[config.mk]
export PLATFORM = sky130hd
export DESIGN_NAME = counting_semaphore_with_timeout_core
export DESIGN_NICKNAME = d
export VERILOG_FILES = /design/src/hw/rtl/cntsem_pkg.sv /design/src/hw/rtl/cntsem_cell.sv /design/src/hw/rtl/counting_semaphore_with_timeout_core.sv
export SDC_FILE = /design/constraint.sdc
export NUM_CORES = 2
export LEC_CHECK = 0
export ABC_CLOCK_PERIOD_IN_PS = 8850
export BUFFER_PORTS_ARGS = -buffer_cell sky130_fd_sc_hd__buf_2
export CORE_MARGIN = 5
export CORE_UTILIZATION = 65
export DETAILED_ROUTE_END_ITERATION = 10
export GPL_ROUTABILITY_DRIVEN = 0
export GPL_TIMING_DRIVEN = 0
export PLACE_DENSITY_LB_ADDON = 0.25
export SLEW_MARGIN = 30
export SYNTH_ARGS = -nofsm -noshare
export SYNTH_HDL_FRONTEND = slang
export SYNTH_SLANG_ARGS = --single-unit
[constraint.sdc]
create_clock -name clk -period 8.85 [get_ports clk]
set_input_delay 1.77 -clock clk [delete_from_list [all_inputs] [get_ports clk]]
set_output_delay 1.77 -clock clk [all_outputs]
set_load 0.01 [all_outputs]
[src/hw/rtl/cntsem_pkg.sv]
`timescale 1ns / 1ps

package cntsem_pkg;

    localparam int MAX_WAITERS    = 16;
    localparam int THREAD_ID_BITS = 8;
    localparam int IDX_W          = (MAX_WAITERS > 1) ? $clog2(MAX_WAITERS) : 1;

    localparam int ACT_W = 2;
    localparam int TID_W = 8;
    localparam int TMO_W = 16;
    localparam int EV_W  = 3;
    localparam int CNT_W = 16;
    localparam int INIT_W = 15;

    localparam logic [ACT_W-1:0] ACT_WAIT   = 2'd0;
    localparam logic [ACT_W-1:0] ACT_SIGNAL = 2'd1;
    localparam logic [ACT_W-1:0] ACT_TICK   = 2'd2;

    localparam logic [EV_W-1:0] EV_GRANTED = 3'd0;
    localparam logic [EV_W-1:0] EV_BLOCKED = 3'd1;
    localparam logic [EV_W-1:0] EV_SIGNAL  = 3'd2;
    localparam logic [EV_W-1:0] EV_TIMEOUT = 3'd3;
    localparam logic [EV_W-1:0] EV_FULL    = 3'd4;
    localparam logic [EV_W-1:0] EV_NOTHING = 3'd5;

    localparam logic signed [CNT_W-1:0] CNT_MAX = 16'sd32767;

    typedef struct packed {
        logic                      valid;
        logic                      expired;
        logic                      timed;
        logic [TMO_W-1:0]          timer;
        logic [THREAD_ID_BITS-1:0] thread;
    } cell_data_t;

    typedef struct packed {
        logic clr;
        logic load;
        logic shift;
        logic tick;
    } cell_ctl_t;

endpackage

[src/hw/rtl/cntsem_cell.sv]
`timescale 1ns / 1ps

module cntsem_cell
(
    input  logic                  clk,
    input  logic                  rst_n,
    input  cntsem_pkg::cell_ctl_t  ctl,
    input  cntsem_pkg::cell_data_t wdata,
    input  cntsem_pkg::cell_data_t nbr,
    output cntsem_pkg::cell_data_t data
);

    cntsem_pkg::cell_data_t d_reg;
    cntsem_pkg::cell_data_t d_next;
    logic [cntsem_pkg::TMO_W-1:0] timer_dec;

    always_comb
    begin
        d_next    = d_reg;
        timer_dec = (d_reg.timer != '0) ? d_reg.timer - 1'b1 : d_reg.timer;
        if (ctl.clr)
        begin
            d_next.valid   = 1'b0;
            d_next.expired = 1'b0;
        end
        else if (ctl.load)
        begin
            d_next = wdata;
        end
        else if (ctl.shift)
        begin
            d_next = nbr;
        end
        else if (ctl.tick && d_reg.valid && d_reg.timed)
        begin
            d_next.timer   = timer_dec;
            d_next.expired = (timer_dec == '0);
        end
    end

    always_ff @(posedge clk or negedge rst_n)
    begin
        if (!rst_n)
        begin
            d_reg <= '0;
        end
        else
        begin
            d_reg <= d_next;
        end
    end

    assign data = d_reg;

endmodule

[src/hw/rtl/counting_semaphore_with_timeout_core.sv]
`timescale 1ns / 1ps

// Counting semaphore with a queue of up to MAX_WAITERS blocked threads held in
// a row of cells, oldest in cell 0. A wait, a signal or an unused action gives
// one transaction on the output; a tick first counts down every timed waiter
// and then gives one transaction for each waiter whose timer ran out (newest
// first, each removed by shifting the cells above it down), or the single
// "nothing" result when none ran out. Input is taken only while no tick is
// being worked off and the output register is free or draining. A write on
// cfg_we loads the count and empties the queue at once.

module counting_semaphore_with_timeout_core
(
    input  logic        clk,
    input  logic        rst_n,
    input  logic        cfg_we,
    input  logic [14:0] cfg_wdata,    // initial_count
    input  logic        s_tvalid,
    output logic        s_tready,
    input  logic [23:0] s_tdata,      // thread_id[7:0], timeout[23:8]
    input  logic [1:0]  s_tuser,      // action
    output logic        m_tvalid,
    input  logic        m_tready,
    output logic [23:0] m_tdata,      // woken_thread[7:0], count_now[23:8]
    output logic [2:0]  m_tuser,      // event_res
    output logic        m_tlast
);

    localparam int N = cntsem_pkg::MAX_WAITERS;

    localparam logic ST_IDLE = 1'b0;
    localparam logic ST_TICK = 1'b1;

    logic state_reg;
    logic state_next;

    logic signed [cntsem_pkg::CNT_W-1:0] count_reg;
    logic signed [cntsem_pkg::CNT_W-1:0] count_next;
    logic signed [cntsem_pkg::CNT_W-1:0] count_inc;

    logic                              m_tvalid_reg;
    logic                              m_tvalid_next;
    logic [cntsem_pkg::EV_W-1:0]       ev_reg;
    logic [cntsem_pkg::EV_W-1:0]       ev_next;
    logic [cntsem_pkg::TID_W-1:0]      tid_reg;
    logic [cntsem_pkg::TID_W-1:0]      tid_next;
    logic signed [cntsem_pkg::CNT_W-1:0] cnt_out_reg;
    logic signed [cntsem_pkg::CNT_W-1:0] cnt_out_next;
    logic                              last_reg;
    logic                              last_next;

    cntsem_pkg::cell_data_t cell_q   [N];
    cntsem_pkg::cell_ctl_t  cell_ctl [N];
    cntsem_pkg::cell_data_t wdata;

    logic [N-1:0]                   valid_vec;
    logic [N-1:0]                   exp_vec;
    logic [N-1:0]                   hi_onehot;
    logic [cntsem_pkg::IDX_W-1:0]   hi_idx;
    logic                           any_exp;
    logic                           out_free;
    logic                           in_fire;
    logic [cntsem_pkg::ACT_W-1:0]   action;
    logic [cntsem_pkg::TID_W-1:0]   in_tid;
    logic [cntsem_pkg::TMO_W-1:0]   in_tmo;

    assign action  = s_tuser;
    assign in_tid  = s_tdata[7:0];
    assign in_tmo  = s_tdata[23:8];

    assign out_free = !m_tvalid_reg || m_tready;
    assign s_tready = (state_reg == ST_IDLE) && out_free;
    assign in_fire  = s_tvalid && s_tready;

    assign count_inc = (count_reg != cntsem_pkg::CNT_MAX) ? count_reg + 16'sd1 : count_reg;

    always_comb
    begin
        wdata.valid   = 1'b1;
        wdata.expired = 1'b0;
        wdata.timed   = (in_tmo != '0);
        wdata.timer   = in_tmo;
        wdata.thread  = in_tid[cntsem_pkg::THREAD_ID_BITS-1:0];
    end

    always_comb
    begin
        hi_idx = '0;
        for (int i = 0; i < N; i++)
        begin
            valid_vec[i] = cell_q[i].valid;
            exp_vec[i]   = cell_q[i].expired;
            if (cell_q[i].expired)
            begin
                hi_idx = cntsem_pkg::IDX_W'(i);
            end
        end
        for (int i = 0; i < N; i++)
        begin
            hi_onehot[i] = (cntsem_pkg::IDX_W'(i) == hi_idx);
        end
        any_exp = |exp_vec;
    end

    always_comb
    begin
        state_next    = state_reg;
        count_next    = count_reg;
        m_tvalid_next = m_tvalid_reg && !m_tready;
        ev_next       = ev_reg;
        tid_next      = tid_reg;
        cnt_out_next  = cnt_out_reg;
        last_next     = last_reg;
        for (int i = 0; i < N; i++)
        begin
            cell_ctl[i] = '0;
        end

        if (cfg_we)
        begin
            count_next = {1'b0, cfg_wdata};
            state_next = ST_IDLE;
            for (int i = 0; i < N; i++)
            begin
                cell_ctl[i].clr = 1'b1;
            end
        end
        else if (in_fire)
        begin
            tid_next  = '0;
            last_next = 1'b1;
            ev_next   = cntsem_pkg::EV_NOTHING;
            case (action)
                cntsem_pkg::ACT_WAIT:
                begin
                    tid_next = in_tid;
                    if (count_reg > 0)
                    begin
                        count_next = count_reg - 16'sd1;
                        ev_next    = cntsem_pkg::EV_GRANTED;
                    end
                    else if (valid_vec[N-1])
                    begin
                        ev_next = cntsem_pkg::EV_FULL;
                    end
                    else
                    begin
                        count_next = count_reg - 16'sd1;
                        ev_next    = cntsem_pkg::EV_BLOCKED;
                        for (int i = 0; i < N; i++)
                        begin
                            cell_ctl[i].load = !valid_vec[i] &&
                                               ((i == 0) || valid_vec[(i > 0) ? i - 1 : 0]);
                        end
                    end
                    m_tvalid_next = 1'b1;
                    cnt_out_next  = count_next;
                end
                cntsem_pkg::ACT_SIGNAL:
                begin
                    count_next = count_inc;
                    if (count_reg < 0 && valid_vec[0])
                    begin
                        ev_next  = cntsem_pkg::EV_SIGNAL;
                        tid_next = cntsem_pkg::TID_W'(cell_q[0].thread);
                        for (int i = 0; i < N; i++)
                        begin
                            cell_ctl[i].shift = 1'b1;
                        end
                    end
                    m_tvalid_next = 1'b1;
                    cnt_out_next  = count_next;
                end
                cntsem_pkg::ACT_TICK:
                begin
                    state_next = ST_TICK;
                    for (int i = 0; i < N; i++)
                    begin
                        cell_ctl[i].tick = 1'b1;
                    end
                end
                default:
                begin
                    m_tvalid_next = 1'b1;
                    cnt_out_next  = count_reg;
                end
            endcase
        end
        else if (state_reg == ST_TICK && out_free)
        begin
            m_tvalid_next = 1'b1;
            if (any_exp)
            begin
                count_next   = count_inc;
                ev_next      = cntsem_pkg::EV_TIMEOUT;
                tid_next     = cntsem_pkg::TID_W'(cell_q[hi_idx].thread);
                cnt_out_next = count_inc;
                last_next    = ((exp_vec & ~hi_onehot) == '0);
                if (last_next)
                begin
                    state_next = ST_IDLE;
                end
                for (int i = 0; i < N; i++)
                begin
                    cell_ctl[i].shift = (cntsem_pkg::IDX_W'(i) >= hi_idx);
                end
            end
            else
            begin
                ev_next      = cntsem_pkg::EV_NOTHING;
                tid_next     = '0;
                cnt_out_next = count_reg;
                last_next    = 1'b1;
                state_next   = ST_IDLE;
            end
        end
    end

    for (genvar g = 0; g < N; g++)
    begin : g_cell
        cntsem_pkg::cell_data_t nbr;
        if (g == N - 1)
        begin : g_end
            assign nbr = '0;
        end
        else
        begin : g_mid
            assign nbr = cell_q[g + 1];
        end
        cntsem_cell u_cell
        (
            .clk   (clk),
            .rst_n (rst_n),
            .ctl   (cell_ctl[g]),
            .wdata (wdata),
            .nbr   (nbr),
            .data  (cell_q[g])
        );
    end

    always_ff @(posedge clk or negedge rst_n)
    begin
        if (!rst_n)
        begin
            state_reg    <= ST_IDLE;
            count_reg    <= 16'sd1;
            m_tvalid_reg <= 1'b0;
        end
        else
        begin
            state_reg    <= state_next;
            count_reg    <= count_next;
            m_tvalid_reg <= m_tvalid_next;
        end
    end

    always_ff @(posedge clk)
    begin
        ev_reg      <= ev_next;
        tid_reg     <= tid_next;
        cnt_out_reg <= cnt_out_next;
        last_reg    <= last_next;
    end

    assign m_tvalid = m_tvalid_reg;
    assign m_tuser  = ev_reg;
    assign m_tdata  = {cnt_out_reg, tid_reg};
    assign m_tlast  = last_reg;

endmodule

==> impl_results.md <==
- Status: complete, but fails checks
- Failing checks: DRC
- CP Launch Type: input pin
- Share of layout cells above drive strength 1: 0.07760
- Leak: 15.84 nW
- Internal: 3.886 mW
- Worst path most repeated cell: clkbuf_1
- Hold crit path type: flop to flop
- Area growth, synth to finish: 9.478%
- H-tree levels: 2
- Seq pwr share: 0.429
- Clk_skew: 0.02207 ns
- Share of the synthesized area in the top cell type: 0.3259
- CP max stage delay: 0.91 ns
- Crit. End Element: flop
- Post-Syn Instances: 4481
- Routed Antenna Nets: 0
- CP max stage cell: buf_1
- CTS Root Cell: clkbuf_16
- Crit path cell chain: clkbuf_1 > buf_2 > buf_1 > buf_1 > clkbuf_1 > clkbuf_1 > a21oi_1
- Unrepaired setup endpoints after global routing: no
- Initial DRC Count: 7045
- Peak supply drop: 0.1522 mV
- CP Depth: 7
- Post-synth cell types: 107
- Ys async rst share: 0.9414
- Routed vias/inst: 7.277
- Period utilization: 0.6187
- CTS Buf Count: 55
- Drt first pass iters: 11
- Vias: 38.83k
- Antenna violations before repair: 6
- Die W: 240.3 um
- Drt drc: 1
- Area leader, netlist: dfrtp_1
- First-pass GRT wire length: 205100 um
- Clock buffer depth: 3
- DP Wirelength: 96570 um
- Actual slew at the worst max-slew pin: 1.241 ns
- Max reg flops: 432
- Period minus WS final: 5.475 ns
- Total gr overflow: 0
- Pwr dens: 143.7 nW/um^2
- Core area: 52550 sq um
- GRT Util Overall: 0.4527
- Later-pin clock latency in the skew report: 0.67 ns
- Top_reg_cell synth: dfrtp_1
- Mapped Area: 34480 sq um
- Initial core utilization: 0.6561
- Synth top area cells: dfrtp_1, nor2_1, a21oi_1, nand2_1, clkbuf_1
- Yosys warns: 0
- Full die area: 57750 sq um
- Clk pin slew, worst setup/hold paths: 0.06 ns
- Nets@finish: 4659
- Slew headroom: 0.1725
- Buffer count from post-CTS setup fixing: 0
- Largest net degree at the start of global routing: 86
- Crit path buffers/inverters: 6
- WL final: 136000 um
- Vias in the first global route: 35.84k
- Max-cap violations: 0
- Average size of a mapped cell: 7.695 sq um
- Num rows: 84
- Cts hold-fix bufs: 0
- Maximum clock rate: 0.1826 GHz
- Top delay family on crit path: buffers and inverters
- Max Slew Vio Count: 0
- Clock power frac: 0.455
- Number of synthesized flops with an enable pin: 28
- Cts repair resizes: 0
- Syn Nets: 4545
- Final setup violation count: 0
- Fin util: 0.7183
- Cell depth of the worst min-delay path: 2
- Reg2Reg Depth: 11
- Max FO, Critical Path: 10
- Final Instance Area: 37750 sq um
- # IOs: 76
- Switching part of the total: 0.2836
- Clk sinks: 478
- I/O Buffers: 49
- P_sw: 1.538 mW
- CP arrival: 5.96 ns
- Seq cells post-synth: 478
- Die height: 240.3 um
- CTS tree: yes
- WL/cell: 25.49 um
- Fin. Hold Viols: 0
- Crit path required time: 9.34 ns
- Critical path type: input pin to flop
- Placed cell area: 35820 sq um
- Comb pwr share: 0.116
- Sequential share of the synthesized area: 0.3510
synth_stat cells (all sizes together), types with 13 or more instances:
master   instances
a211oi         140
o211ai          77
clkbuf         313
o22ai           75
nand3          131
ha              18
a21oi          493
o21ai          236
xor2            67
xnor2          118
mux2i           95
or4             45
o311ai          13
nand2b          46
and2            14
a31oi          120
nor3b           28
a2111oi         13
nand4           31
and3            35
a22oi           34
inv             66
nand2          441
nor2           680
edfxtp          28
or3             51
nor2b           32
nor3           165
dfrtp          449
o2111ai         13
mux2            24
o31ai           21
nand3b          16
buf             91
nor4            81
nor4b           15
per-layer routing:
layer	GRT usage	wire length [um]	vias to the layer above	share of wire
met5	0.001684	24	-	0.00018
met4	0.3435	13560	2	0.10
met3	0.1678	21080	1024	0.15
met2	0.6489	55580	3479	0.41
met1	0.5546	45760	17790	0.34
li1	-	-	16540	-
logic make-up (layout without fill, tap and decap cells):
logic type,count (synthesis),after routing,synth area share
adders and majority gates,18,18,0.006532
and+or+nand+nor,1845,1845,0.2547
xor gates and xnor gates,185,185,0.04699
other,0,9,0
AOI/OAI and AO/OA,1354,1354,0.2437
DFF,478,478,0.3510
buffers and inverters,471,629,0.05447
muxes,130,130,0.04260
tightest hold or removal path: stages, from the launching register on:
cell and delay (ns):
dfrtp_1 0.36, nor2_1 0.05, nor2_1 0.07
cell usage in the layout (no fill, tap or decap), types with 24 or more instances in the layout:
cell type  count
a211oi_1     138
a21oi_1      484
a22oi_1       34
a31oi_1      117
and3_1        35
buf_2        113
clkbuf_1     302
clkbuf_16     55
dfrtp_1      449
edfxtp_1      28
inv_1         66
mux2_2        24
mux2i_1       95
nand2_1      438
nand2b_1      46
nand3_1      130
nand4_1       30
nor2_1       671
nor2b_1       31
nor3_1       157
nor3b_1       25
nor4_1        77
o211ai_1      76
o21ai_0      228
o22ai_1       75
or3_1         51
or4_1         43
xnor2_1      118
xor2_1        67
final cells by class:
cell class | count | area, sq um
tap | 688 | 860.8
multi-input combinational | 3532 | 20540
timing repair buffer | 57 | 439.2
sequential | 478 | 12100
antenna | 9 | 22.52
buffer | 404 | 1648
inverter | 67 | 251.5
clock inverter | 28 | 339.1
clock buffer | 73 | 1544
fill | 4206 | 14800
power by group through the flow:
stage | Combinational, mW | Sequential (mW) | Clock, mW
after CTS | 0.597 | 2.32 | 2.43
after global placement | 0.568 | 2.36 | 0
after global routing | 0.667 | 2.33 | 2.53
after detailed placement | 0.593 | 2.36 | 0
after floorplan | 0.372 | 2.35 | 0
final | 0.628 | 2.33 | 2.47
per-stage QoR:
stage / power, mW / instances / hold slack (ns) / setup slack, ns / setup TNS, ns
6_report: 5.424 / 5336 / 0.5208 / 3.375 / 0
5_1_grt: 5.525 / 5328 / 0.5582 / 3.651 / 0
4_1_cts: 5.352 / 5327 / 0.5249 / 3.882 / 0
3_5_place_dp: 2.953 / 5226 / 0.5124 / 3.247 / 0
3_3_place_gp: 2.929 / 5218 / 0.5043 / -3.297 / -1447.77
2_1_floorplan: 2.718 / 4481 / 0.4836 / 3.900 / 0
path summary, 6_finish.rpt:
kind / from / to / slack [ns]
min in group asynchronous: rst_n / g_cell[8].u_cell.data[16] / 1.09
max reg2reg: g_cell[8].u_cell.data[25] / tid_reg[1] / 4.28
max: cfg_we / g_cell[13].u_cell.data[26] / 3.37
min: g_cell[8].u_cell.data[2] / g_cell[8].u_cell.data[2] / 0.52
min reg2reg: g_cell[8].u_cell.data[2] / g_cell[8].u_cell.data[2] / 0.52
max in group asynchronous: rst_n / count_reg[0] / 6.12
No activity file was read; power rests on OpenSTA's default activity.
